$ cat src/design/mtpc_pkg.sv
// Package for the memory test pattern checker unit.
// Holds the item types, mode/action/register codes and the pattern helpers.
// Depends on nothing; every other design file imports it.
package mtpc_pkg;

   // Word index width; indexes are taken modulo 2**INDEX_BITS
   localparam int INDEX_BITS = 32;
   localparam logic [31:0] IndexMask = 32'((64'd1 << INDEX_BITS) - 64'd1);

   // Read-modify-write and increment constant
   localparam logic [31:0] KConst = 32'h1638_3245;
   localparam logic [31:0] AllOnes = 32'hFFFF_FFFF;
   localparam logic [31:0] CheckerEven = 32'h5555_5555;
   localparam logic [31:0] CheckerOdd = 32'hAAAA_AAAA;
   localparam logic [31:0] LowHalfOnes = 32'h0000_FFFF;
   // Largest quotient of a 32-bit word by KConst
   localparam int DivSteps = 11;

   // Test modes
   localparam logic [4:0] MODE_SOLID = 5'd0;
   localparam logic [4:0] MODE_CHECKER = 5'd1;
   localparam logic [4:0] MODE_BLOCK_SEQ = 5'd2;
   localparam logic [4:0] MODE_WALK = 5'd3;
   localparam logic [4:0] MODE_BIT_SPREAD = 5'd4;
   localparam logic [4:0] MODE_BIT_FLIP = 5'd5;
   localparam logic [4:0] MODE_SEQ_INC = 5'd6;
   localparam logic [4:0] MODE_CONSTANT = 5'd7;
   localparam logic [4:0] MODE_ADDRESS = 5'd8;
   localparam logic [4:0] MODE_ADDR5_FULL = 5'd9;
   localparam logic [4:0] MODE_ADDR5_HALF = 5'd10;
   localparam logic [4:0] MODE_RMW_XOR = 5'd11;
   localparam logic [4:0] MODE_RMW_SUB = 5'd12;
   localparam logic [4:0] MODE_RMW_MUL = 5'd13;
   localparam logic [4:0] MODE_RMW_DIV = 5'd14;
   localparam logic [4:0] MODE_RMW_OR = 5'd15;
   localparam logic [4:0] MODE_RMW_AND = 5'd16;

   // Actions
   localparam logic [1:0] ACT_GENERATE = 2'd0;
   localparam logic [1:0] ACT_CHECK = 2'd1;
   localparam logic [1:0] ACT_CLEAR = 2'd2;

   // Configuration register indexes
   localparam logic CSR_TEST_MODE = 1'b0;
   localparam logic CSR_WALK_INV = 1'b1;

   typedef struct packed {
      logic [1:0]  action;
      logic [7:0]  pass_index;
      logic [31:0] word_index;
      logic [31:0] word_address;
      logic [31:0] read_a;
      logic [31:0] read_b;
   } req_type;

   typedef struct packed {
      logic [31:0] write_a;
      logic [31:0] write_b;
      logic        mismatch;
      logic        error_seen;
      logic [31:0] first_fail_index;
   } rsp_type;

   typedef struct packed {
      logic [4:0] test_mode;
      logic       walk_inverted;
   } cfg_type;

   typedef struct packed {
      logic [31:0] write_a;
      logic [31:0] write_b;
      logic        single;
   } pattern_type;

   // One-hot word for a bit position; out-of-range positions give zero
   function automatic logic [31:0] bit_at(input logic signed [9:0] pos);
      logic [31:0] word;
      word = '0;
      if (pos >= 10'sd0 && pos < 10'sd32) begin
         word = 32'd1 << pos[4:0];
      end
      return word;
   endfunction

   // Complement the word on odd indexes
   function automatic logic [31:0] alternate(input logic [31:0] q, input logic odd);
      return odd ? ~q : q;
   endfunction

   // Quotient by KConst: count the multiples of KConst at or below the word
   function automatic logic [31:0] div_by_k(input logic [31:0] x);
      logic [3:0] q;
      q = '0;
      for (int n = 1; n <= DivSteps; n++) begin
         if ({32'd0, x} >= 64'(n) * 64'(KConst)) begin
            q = 4'(n);
         end
      end
      return {28'd0, q};
   endfunction

endpackage

$ cat src/design/mtpc_pattern.sv
// Pattern generator of the memory test pattern checker unit.
// Builds the words for both regions from the mode and one item; pure logic.
// Depends on mtpc_pkg.
module mtpc_pattern import mtpc_pkg::*; (
   input  cfg_type     cfg,
   input  req_type     item,
   output pattern_type pat
);

   logic [31:0]       idx;
   logic [7:0]        j;
   logic signed [9:0] sj;
   logic [31:0]       q;
   logic [31:0]       wa;
   logic [31:0]       wb;
   logic              rmw;
   logic              single;

   assign idx = item.word_index & IndexMask;
   assign j   = item.pass_index;
   assign sj  = signed'({2'b00, j});

   // Select the pattern word, or the read-modify-write results
   always_comb begin
      q      = '0;
      wa     = '0;
      wb     = '0;
      rmw    = 1'b0;
      single = 1'b0;
      unique case (cfg.test_mode)
         MODE_SOLID: begin
            q = alternate(j[0] ? 32'd0 : AllOnes, idx[0]);
         end
         MODE_CHECKER: begin
            q = alternate(j[0] ? CheckerOdd : CheckerEven, idx[0]);
         end
         MODE_BLOCK_SEQ: begin
            q = {24'd0, j};
         end
         MODE_WALK: begin
            q = (j < 8'd32) ? bit_at(sj) : bit_at(10'sd63 - sj);
            if (cfg.walk_inverted) begin
               q = ~q;
            end
         end
         MODE_BIT_SPREAD: begin
            q = (j < 8'd32) ? (bit_at(sj) | bit_at(sj + 10'sd2))
                            : (bit_at(10'sd63 - sj) | bit_at(10'sd65 - sj));
            q = alternate(q, idx[0]);
         end
         MODE_BIT_FLIP: begin
            q = bit_at(signed'({5'd0, j[7:3]}));
            q = alternate(j[0] ? q : ~q, idx[0]);
         end
         MODE_SEQ_INC: begin
            q = idx + KConst;
         end
         MODE_CONSTANT: begin
            q = KConst;
         end
         MODE_ADDRESS: begin
            q      = (idx[0] ^ j[0]) ? ~item.word_address : item.word_address;
            single = 1'b1;
         end
         MODE_ADDR5_FULL: begin
            q      = item.word_address[5] ? AllOnes : 32'd0;
            single = 1'b1;
         end
         MODE_ADDR5_HALF: begin
            q      = item.word_address[5] ? LowHalfOnes : 32'd0;
            single = 1'b1;
         end
         MODE_RMW_XOR: begin
            wa  = item.read_a ^ KConst;
            wb  = item.read_b ^ KConst;
            rmw = 1'b1;
         end
         MODE_RMW_SUB: begin
            wa  = item.read_a - KConst;
            wb  = item.read_b - KConst;
            rmw = 1'b1;
         end
         MODE_RMW_MUL: begin
            wa  = item.read_a * KConst;
            wb  = item.read_b * KConst;
            rmw = 1'b1;
         end
         MODE_RMW_DIV: begin
            wa  = div_by_k(item.read_a);
            wb  = div_by_k(item.read_b);
            rmw = 1'b1;
         end
         MODE_RMW_OR: begin
            wa  = item.read_a | KConst;
            wb  = item.read_b | KConst;
            rmw = 1'b1;
         end
         MODE_RMW_AND: begin
            wa  = item.read_a & KConst;
            wb  = item.read_b & KConst;
            rmw = 1'b1;
         end
         default: begin
            q = '0;
         end
      endcase
   end

   // Pattern modes drive A with the pattern and B with it unless single-region
   always_comb begin
      pat.single  = single;
      pat.write_a = rmw ? wa : q;
      pat.write_b = rmw ? wb : (single ? 32'd0 : q);
   end

endmodule

$ cat src/design/memory_test_pattern_checker_unit.sv
// Memory test pattern checker unit: top level.
// Input register, pattern/check logic, result register and error state.
// Depends on mtpc_pkg and mtpc_pattern.

// The unit takes one item per clock while results are taken, and returns one
// result item per item, in order. An accepted item is held in the input
// register and its result is then registered in the result register; the
// sustained rate is one item per cycle while results are taken, with a
// single pass of pattern, multiply/divide-by-constant and compare logic
// between the two registers. While a result waits to be taken, the input
// register still takes one more item and then holds off. The sticky error
// flag and the first failing word index are updated in item order as
// results are formed. Configuration writes take effect at once and are meant
// to be made while no item is in flight.
module memory_test_pattern_checker_unit import mtpc_pkg::*; (
   input  logic    clock,
   input  logic    reset,
   input  logic    req_valid,
   output logic    req_ready,
   input  req_type req_data,
   output logic    rsp_valid,
   input  logic    rsp_ready,
   output rsp_type rsp_data,
   input  logic    csr_wr_en,
   input  logic    csr_index,
   input  logic [4:0] csr_wdata
);

   cfg_type     cfg_ff, cfg_in;
   logic        s1_valid_ff, s1_valid_in;
   req_type     s1_data_ff;
   logic        rsp_valid_ff, rsp_valid_in;
   rsp_type     rsp_data_ff, rsp_data_in;
   logic        error_flag_ff, error_flag_in;
   logic [31:0] first_failure_ff, first_failure_in;
   logic        out_advance;
   logic        s1_fire;
   logic        bad;
   pattern_type pat;

   // Stage handshake: result register frees up, input register follows
   assign out_advance = !rsp_valid_ff || rsp_ready;
   assign req_ready   = !s1_valid_ff || out_advance;
   assign s1_fire     = s1_valid_ff && out_advance;

   assign rsp_valid = rsp_valid_ff;
   assign rsp_data  = rsp_data_ff;

   // Configuration writes
   always_comb begin
      cfg_in = cfg_ff;
      if (csr_wr_en) begin
         unique case (csr_index)
            CSR_TEST_MODE: cfg_in.test_mode     = csr_wdata;
            CSR_WALK_INV:  cfg_in.walk_inverted = csr_wdata[0];
            default:       cfg_in = cfg_ff;
         endcase
      end
   end

   mtpc_pattern u_pattern (
      .cfg  (cfg_ff),
      .item (s1_data_ff),
      .pat  (pat)
   );

   // Check, update the error state and form the result item
   always_comb begin
      bad              = 1'b0;
      error_flag_in    = error_flag_ff;
      first_failure_in = first_failure_ff;
      rsp_data_in      = '0;
      unique case (s1_data_ff.action)
         ACT_GENERATE: begin
            rsp_data_in.write_a = pat.write_a;
            rsp_data_in.write_b = pat.write_b;
         end
         ACT_CHECK: begin
            rsp_data_in.write_a = pat.write_a;
            rsp_data_in.write_b = pat.write_b;
            bad = pat.single ? (s1_data_ff.read_a != pat.write_a)
                             : (s1_data_ff.read_a != s1_data_ff.read_b);
            if (bad && !error_flag_ff) begin
               error_flag_in    = 1'b1;
               first_failure_in = s1_data_ff.word_index & IndexMask;
            end
         end
         ACT_CLEAR: begin
            error_flag_in    = 1'b0;
            first_failure_in = '0;
         end
         default: begin
            error_flag_in = error_flag_ff;
         end
      endcase
      rsp_data_in.mismatch         = bad;
      rsp_data_in.error_seen       = error_flag_in;
      rsp_data_in.first_fail_index = first_failure_in;
   end

   assign s1_valid_in  = req_ready ? req_valid : s1_valid_ff;
   assign rsp_valid_in = out_advance ? s1_valid_ff : rsp_valid_ff;

   // Control state
   always_ff @(posedge clock) begin
      if (reset) begin
         cfg_ff           <= '0;
         s1_valid_ff      <= 1'b0;
         rsp_valid_ff     <= 1'b0;
         error_flag_ff    <= 1'b0;
         first_failure_ff <= '0;
      end else begin
         cfg_ff       <= cfg_in;
         s1_valid_ff  <= s1_valid_in;
         rsp_valid_ff <= rsp_valid_in;
         if (s1_fire) begin
            error_flag_ff    <= error_flag_in;
            first_failure_ff <= first_failure_in;
         end
      end
   end

   // Payload registers: load on accept, hold otherwise
   always_ff @(posedge clock) begin
      if (req_valid && req_ready) begin
         s1_data_ff <= req_data;
      end
      if (s1_fire) begin
         rsp_data_ff <= rsp_data_in;
      end
   end

endmodule

$ cat config.mk
export PLATFORM = sky130hd
export DESIGN_NAME = memory_test_pattern_checker_unit
export DESIGN_NICKNAME = d
export VERILOG_FILES = /design/src/design/mtpc_pkg.sv /design/src/design/mtpc_pattern.sv /design/src/design/memory_test_pattern_checker_unit.sv
export SDC_FILE = /design/constraint.sdc
export NUM_CORES = 2
export LEC_CHECK = 0
export ABC_AREA = 1
export BUFFER_PORTS_ARGS = -buffer_cell sky130_fd_sc_hd__buf_4
export CAP_MARGIN = 20
export CORE_MARGIN = 4
export CORE_UTILIZATION = 48
export CTS_BUF_LIST = sky130_fd_sc_hd__clkbuf_8 sky130_fd_sc_hd__clkbuf_16
export DETAILED_ROUTE_END_ITERATION = 12
export PLACE_DENSITY = 0.71
export SLEW_MARGIN = 40
export SYNTH_ARGS = -nofsm -noshare
export SYNTH_HDL_FRONTEND = slang
export SYNTH_SLANG_ARGS = --single-unit
$ cat constraint.sdc
create_clock -name clock -period 7.31 [get_ports clock]
set_input_delay 1.0965 -clock clock [delete_from_list [all_inputs] [get_ports clock]]
set_output_delay 1.0965 -clock clock [all_outputs]
set_load 0.005 [all_outputs]
Word-level counts from Yosys, hierarchy flattened
Index checks and enable logic that the tools add are counted.

$add $sub $neg: 6. Multipliers: 2. Order comparisons: 31. Equality and inequality tests: 20. Shift operators: 5. Multiplexer cells: 59. Bitwise logic cells: 13. Reductions and logical operators: 19.

Operator list (count): $mux 32 (27); $ge 32x32->1 const B (12); $pmux 32 s6 (2); $pmux 32 s11 (1); $not 32->32 (7); $ge 32x31->1 const B (6); $shl 1x5->32 const A (5); $ge 32x29->1 const B (2); $ge 32x30->1 const B (2); $mul 32x29->32 const B (2); $ne 32x32->1 (2); $or 32x32->32 (2); $pmux 32 s2 (1); $sub 32x29->32 const B (2); $eq 5x4->1 const B (8); $add 32x29->32 const B (1); $mux 4 (8); $ge 10x1->1 const B (3); $lt 10x7->1 const B (3); $mux 3 (8); $not 12->12 (2); $eq 5x3->1 const B (4); $lt 8x6->1 const B (2); $mux 16 (1); 23 further kinds (42).

Bits in registers: 277. Input bits: 149. Output and inout bits: 100. Logic and storage cells: 172.

Depth between registers and ports, before layout
Depth after elaboration: 19. Gate-level depth with buffers: 40. Depth with buffers taken out: 39.

Hierarchy
From an unflattened synthesis, not the netlist that was laid out.

Cells, all modules: 5340. Area, all modules: 38438.1 µm².

By module, submodules not included: mtpc_pattern (times used 1, cells each 4249, area an instance 27112.3 µm², seq. area each 0.0 µm²); memory_test_pattern_checker_unit (times used 1, cells each 1091, area an instance 11325.9 µm², seq. area each 7907.6 µm²).

Worst setup path before layout
No wires, ideal clock.

Path type: flip-flop to flip-flop. Start point: reg s1_data_ff[39] in the netlist's numbering. End point: reg first_failure_ff[14]. Library setup time: 0.269 ns. Data arrival time: 6.760 ns. Required time: 7.041 ns. Path slack: 0.281 ns. Cell stages (with the launch flop): 34. Buffers on the path: 1. Period minus slack after synthesis: 7.029 ns. Cells stage by stage: edfxtp_1 > inv_1 > ha_1 > ha_1 > inv_1 > fa_1 > fa_1 > fa_1 > fa_1 > fa_1 > inv_1 > fa_1 > ha_1 > nand2_1 > nor2_1 > nand2_1 > nor4_1 > nand2_1 > o211ai_1 > nor2_1 > nand3b_1 > nand3_1 > nand3_2 > nand3_1 > nand2_1 > nor3_2 > nand2_1 > nor2_2 > nand3_4 > nand2_2 > buf_4 > nand2_1 > nand2_1 > a21oi_1.

Longest elaborated chain between the ends: 19. Elaborated cells on any way between the ends: 32. Classes of those cells: add/sub (1); mul (1); order compare (11); eq/ne (2); mux (16); reduce/logical (1).

Ends and longest elaborated chain: start, declared (line memory_test_pattern_checker_unit.sv:31) `req_type s1_data_ff;`; start signal, assigned (line memory_test_pattern_checker_unit.sv:126) `s1_data_ff <= req_data;`; $ge 32x29->1 (line mtpc_pkg.sv:95) `if ({32'd0, x} >= 64'(n) * 64'(KConst)) begin`; $mux 1 (line mtpc_pkg.sv:95); $mux 2 (2 in a row) (line mtpc_pkg.sv:95); $mux 3 (4 in a row) (line mtpc_pkg.sv:95); $mux 4 (4 in a row) (line mtpc_pkg.sv:95); $pmux 32 s6 (line mtpc_pattern.sv:30) `unique case (cfg.test_mode)`; $mux 32 (line mtpc_pattern.sv:112) `pat.write_a = rmw ? wa : q;`; $ne 32x32->1 (line memory_test_pattern_checker_unit.sv:81) `bad = pat.single ? (s1_data_ff.read_a != pat.write_a)`; $mux 1 * (line memory_test_pattern_checker_unit.sv:81); $logic_and 1x1->1 * (line memory_test_pattern_checker_unit.sv:83) `if (bad && !error_flag_ff) begin`; $mux 32 * (line memory_test_pattern_checker_unit.sv:83); $pmux 32 s2 * (line memory_test_pattern_checker_unit.sv:73) `unique case (s1_data_ff.action)`; end signal, assigned (line memory_test_pattern_checker_unit.sv:118) `first_failure_ff <= first_failure_in;`; end, declared (line memory_test_pattern_checker_unit.sv:35) `logic [31:0] first_failure_ff, first_failure_in;`.

Every way passes the cells marked *; elsewhere a longest branch is shown, timed or not. A chain may end at the register's enable or synchronous reset.

Final worst setup path
Start point: reg s1_data_ff[40] in the netlist's numbering. End point: reg rsp_data_ff (netlist bit rsp_data[20]) (data pin).

Longest elaborated chain between the ends: 19. Elaborated cells on any way between the ends: 32. Classes of those cells: add/sub (1); mul (1); order compare (11); eq/ne (2); mux (16); reduce/logical (1).

Ends and longest elaborated chain: $ge 32x29->1 (line mtpc_pkg.sv:95); $mux 1 (line mtpc_pkg.sv:95); $mux 2 (2 in a row) (line mtpc_pkg.sv:95); $mux 3 (4 in a row) (line mtpc_pkg.sv:95); $mux 4 (4 in a row) (line mtpc_pkg.sv:95); $pmux 32 s6 (line mtpc_pattern.sv:30); $mux 32 (line mtpc_pattern.sv:112); $ne 32x32->1 (line memory_test_pattern_checker_unit.sv:81); $mux 1 * (line memory_test_pattern_checker_unit.sv:81); $logic_and 1x1->1 * (line memory_test_pattern_checker_unit.sv:83); $mux 32 * (line memory_test_pattern_checker_unit.sv:83); $pmux 32 s2 * (line memory_test_pattern_checker_unit.sv:73); via first_failure_in[20] (line memory_test_pattern_checker_unit.sv:35); end signal, assigned (line memory_test_pattern_checker_unit.sv:129) `rsp_data_ff <= rsp_data_in;`; end, declared (line memory_test_pattern_checker_unit.sv:33) `rsp_type rsp_data_ff, rsp_data_in;`.

The timed path passes the listed nets; every way through them passes the cells marked *.

==> results_dict.tcl <==
set metrics [dict create \
    layout_worst_path_cycle_share_pct 100 \
    report.final.slew_viol_count 0 \
    wl_mm 169 \
    setup_slack_ps -17.5 \
    fmax_mhz 136 \
    worst-path-max-fanout 14 \
    route.antenna.remaining_nets 0 \
    fin_hold_ws_ps 508 \
    total_power_mw 18.2 \
    start_util_pct 48.7 \
    pin_count 249 \
    end_kind "flip-flop" \
    dp_worst_setup_slack_ps -101 \
    ff_latch_area_um2 7910 \
    seq_total_area_yosys_pct 21.7 \
    drt-initial-drc-count 5190 \
    top_area_cell_type_share_of_the_netlist_area_pct 19.4 \
    ys_async_sr_fraction_pct 0 \
    yosys.cell_count.top_type "inv_1" \
    clkTransAtPathRegs_ps 60 \
    worst-r2r-setup-slack_ps -20 \
    cts_buffers 35 \
    grt_max_degree 81 \
    track_usage_pct 40.2 \
    wl_per_cell_um 27.3 \
    postSynthCellCount 4772 \
    synth_edf_count 236 \
    via_count 37400 \
    final_design_area_no_fill_um2 43000 \
    post_cts_hold_buffer_count 0 \
    critical_path_buf_inv_count 7 \
    yosysWarnings 0 \
    io_buffers 248 \
    die_height_um 284 \
    critPathLaunchType "flip-flop" \
    number_of_antenna_violations_at_the_first_check_in_global_routing 6 \
    critical-path-slowest-cell "fa_1" \
    violations_in_the_final_reports "setup timing" \
    drt_first_pass_iters 6 \
    num_rows 100 \
    cts_max_path_buffers 3 \
    max_cap_violations 0 \
    grt_pass1_wl_mm 241 \
    path_delay_family "adder cells" \
    num-fill-cells 7004 \
    cpPeakStageDelay_ps 580 \
    drt_drc_violations_left 0 \
    syn-num-nets 5648 \
    worst_pin_slew_ps 958 \
    power_leakage_nw 20.4 \
    cts_root_buf "clkbuf_16" \
    syn_area_um2 36500 \
    most_area_consuming_cells_after_synthesis "edfxtp_1, ha_1, fa_1" \
    power.ir.vdd_worst_v 0.000710 \
    via_count_of_the_first_global_routing_pass 35500 \
    dpl-instance-area_um2 40900 \
    holdCritPathClass "flip-flop to flip-flop" \
    place.detailed.hpwl_mm 136 \
    core_um2 74900 \
    num-nets-final 6046 \
    multiInputGateArea_um2 25500 \
    dominantRegCellSynth "edfxtp_1" \
    areaGrowthSynthToFinish_pct 17.8 \
    setup_viol_count_final 4 \
    die_x_um 284 \
    timing.clock.skew_ps 31.8 \
    synth_top_cells_by_count "inv_1, nand2_1, ha_1" \
    syn_area_per_cell_um2 7.65 \
    run_status "finished, violations left" \
    crit_required_ps 7630 \
    clkLatencyLatePin_ps 590 \
    gp_congestion 1.10 \
    fraction_of_layout_instances_using_a_drive_strength_above_1_pct 16.0 \
    cts_htree_levels 2 \
    finalHoldViolations 0 \
    power_per_cell_area_nw_per_um2 424 \
    cts_tree "done" \
    critical_path_arrival_ps 7650 \
    yosysTopAreaCell "edfxtp_1" \
    library_cells_used_by_synthesis 68 \
    crit_path_frequent_cell "ha_1" \
    die_area_um2 80500 \
    setup_repair_after_global_routing_missed_its_margin "true" \
    grt_overflow 0 \
    clock-sinks 277 \
    maxSlewHeadroom_pct 35.6 \
    period_needed_ps 7330 \
    timing.setup.critical_path_class "flip-flop to flip-flop" \
    post_synthesis_sequential_element_count 277 \
    average_vias_per_placed_instance 6.06 \
]
[final timing paths]
path | to | cells past startpoint | start
hold / removal | cfg_ff[4]$_SDFFE_PP0P_ | 2 | cfg_ff[4]$_SDFFE_PP0P_
setup reg to reg | rsp_data[20]$_DFFE_PP_ | 34 | s1_data_ff[40]$_DFFE_PP_
hold reg to reg | cfg_ff[4]$_SDFFE_PP0P_ | 2 | cfg_ff[4]$_SDFFE_PP0P_
setup / recovery | rsp_data[20]$_DFFE_PP_ | 34 | s1_data_ff[40]$_DFFE_PP_
[per-stage QoR]
step | cells | TNS (ps) | utilization [%]
3_5_place_dp | 6085 | -3800 | 54.5
2_1_floorplan | 4772 | 0 | -
6_report | 6168 | -39.6 | 57.4
4_1_cts | 6150 | 0 | 56.1
5_1_grt | 6166 | -13440 | 57.4
3_3_place_gp | 6082 | 0 | 54.4
[placed cells by master (no fill, tap or decap), types with 36 or more instances in the layout]
master,instances
a21oi_1,338
a31oi_1,41
buf_4,485
clkbuf_16,38
dfxtp_1,41
edfxtp_1,236
fa_1,219
ha_1,479
inv_1,811
inv_2,44
nand2_1,736
nand2_2,47
nand3_1,234
nand3_2,37
nand4_1,72
nor2_1,362
nor3_1,70
o211ai_1,48
o21ai_0,321
xnor2_1,36
xor2_1,70
[tightest hold or removal path, delay by kind of cell, from the launching register on]
family	cells	cell delay [ps]
DFF	1	330
buffers and inverters	1	70
AOI/OAI and AO/OA	1	60
[report_power, final]
group,leakage (nW),switching (mW),internal (mW)
sequential,2.62,0.0997,1.84
combinational,17.3,8.58,5.97
clock,0.570,0.776,0.962
[metal layers]
layer	vias up	global-route usage, %	share of wire (%)
met5	-	0	0.037
met4	10	18.9	6.0
met3	462	9.21	11
met2	2293	60.3	42
met1	17900	55.0	40
li1	16700	-	-
[sequential cells by signal, summed over array words and instances (netlist names)]
name              cells
s1_data_ff          138
rsp_data             98
first_failure_ff     32
cfg_ff                6
error_flag_ff         1
rsp_valid             1
s1_valid_ff           1
[layout make-up]
type,instances,area share (%)
well taps,969,2.82
multi-input cells,3491,59.4
diodes,2,0.0116
clock buffers,35,2.04
flip-flops and latches,277,18.4
repair buffers,504,9.22
clock inverters,29,0.556
inverters,861,7.55
[what timing repair did]
item,in CTS,in global routing
gates resized for setup,8,191
buffers inserted,1,12
gates cloned,0,3
pin swaps,2,65
endpoints found under the setup margin,67,68
[cell families after synthesis]
| family | after synthesis | share of synthesized area, % |
|---|---|---|
| flip-flops | 277 | 21.7 |
| buffers and inverters | 1004 | 10.6 |
| XOR/XNOR | 107 | 2.57 |
| AND/OR/NAND/NOR | 1690 | 20.2 |
| AO/OA/AOI/OAI | 967 | 15.4 |
| adder cells (fa/ha/maj) | 727 | 29.5 |
Power figures use the tool's default switching activity.
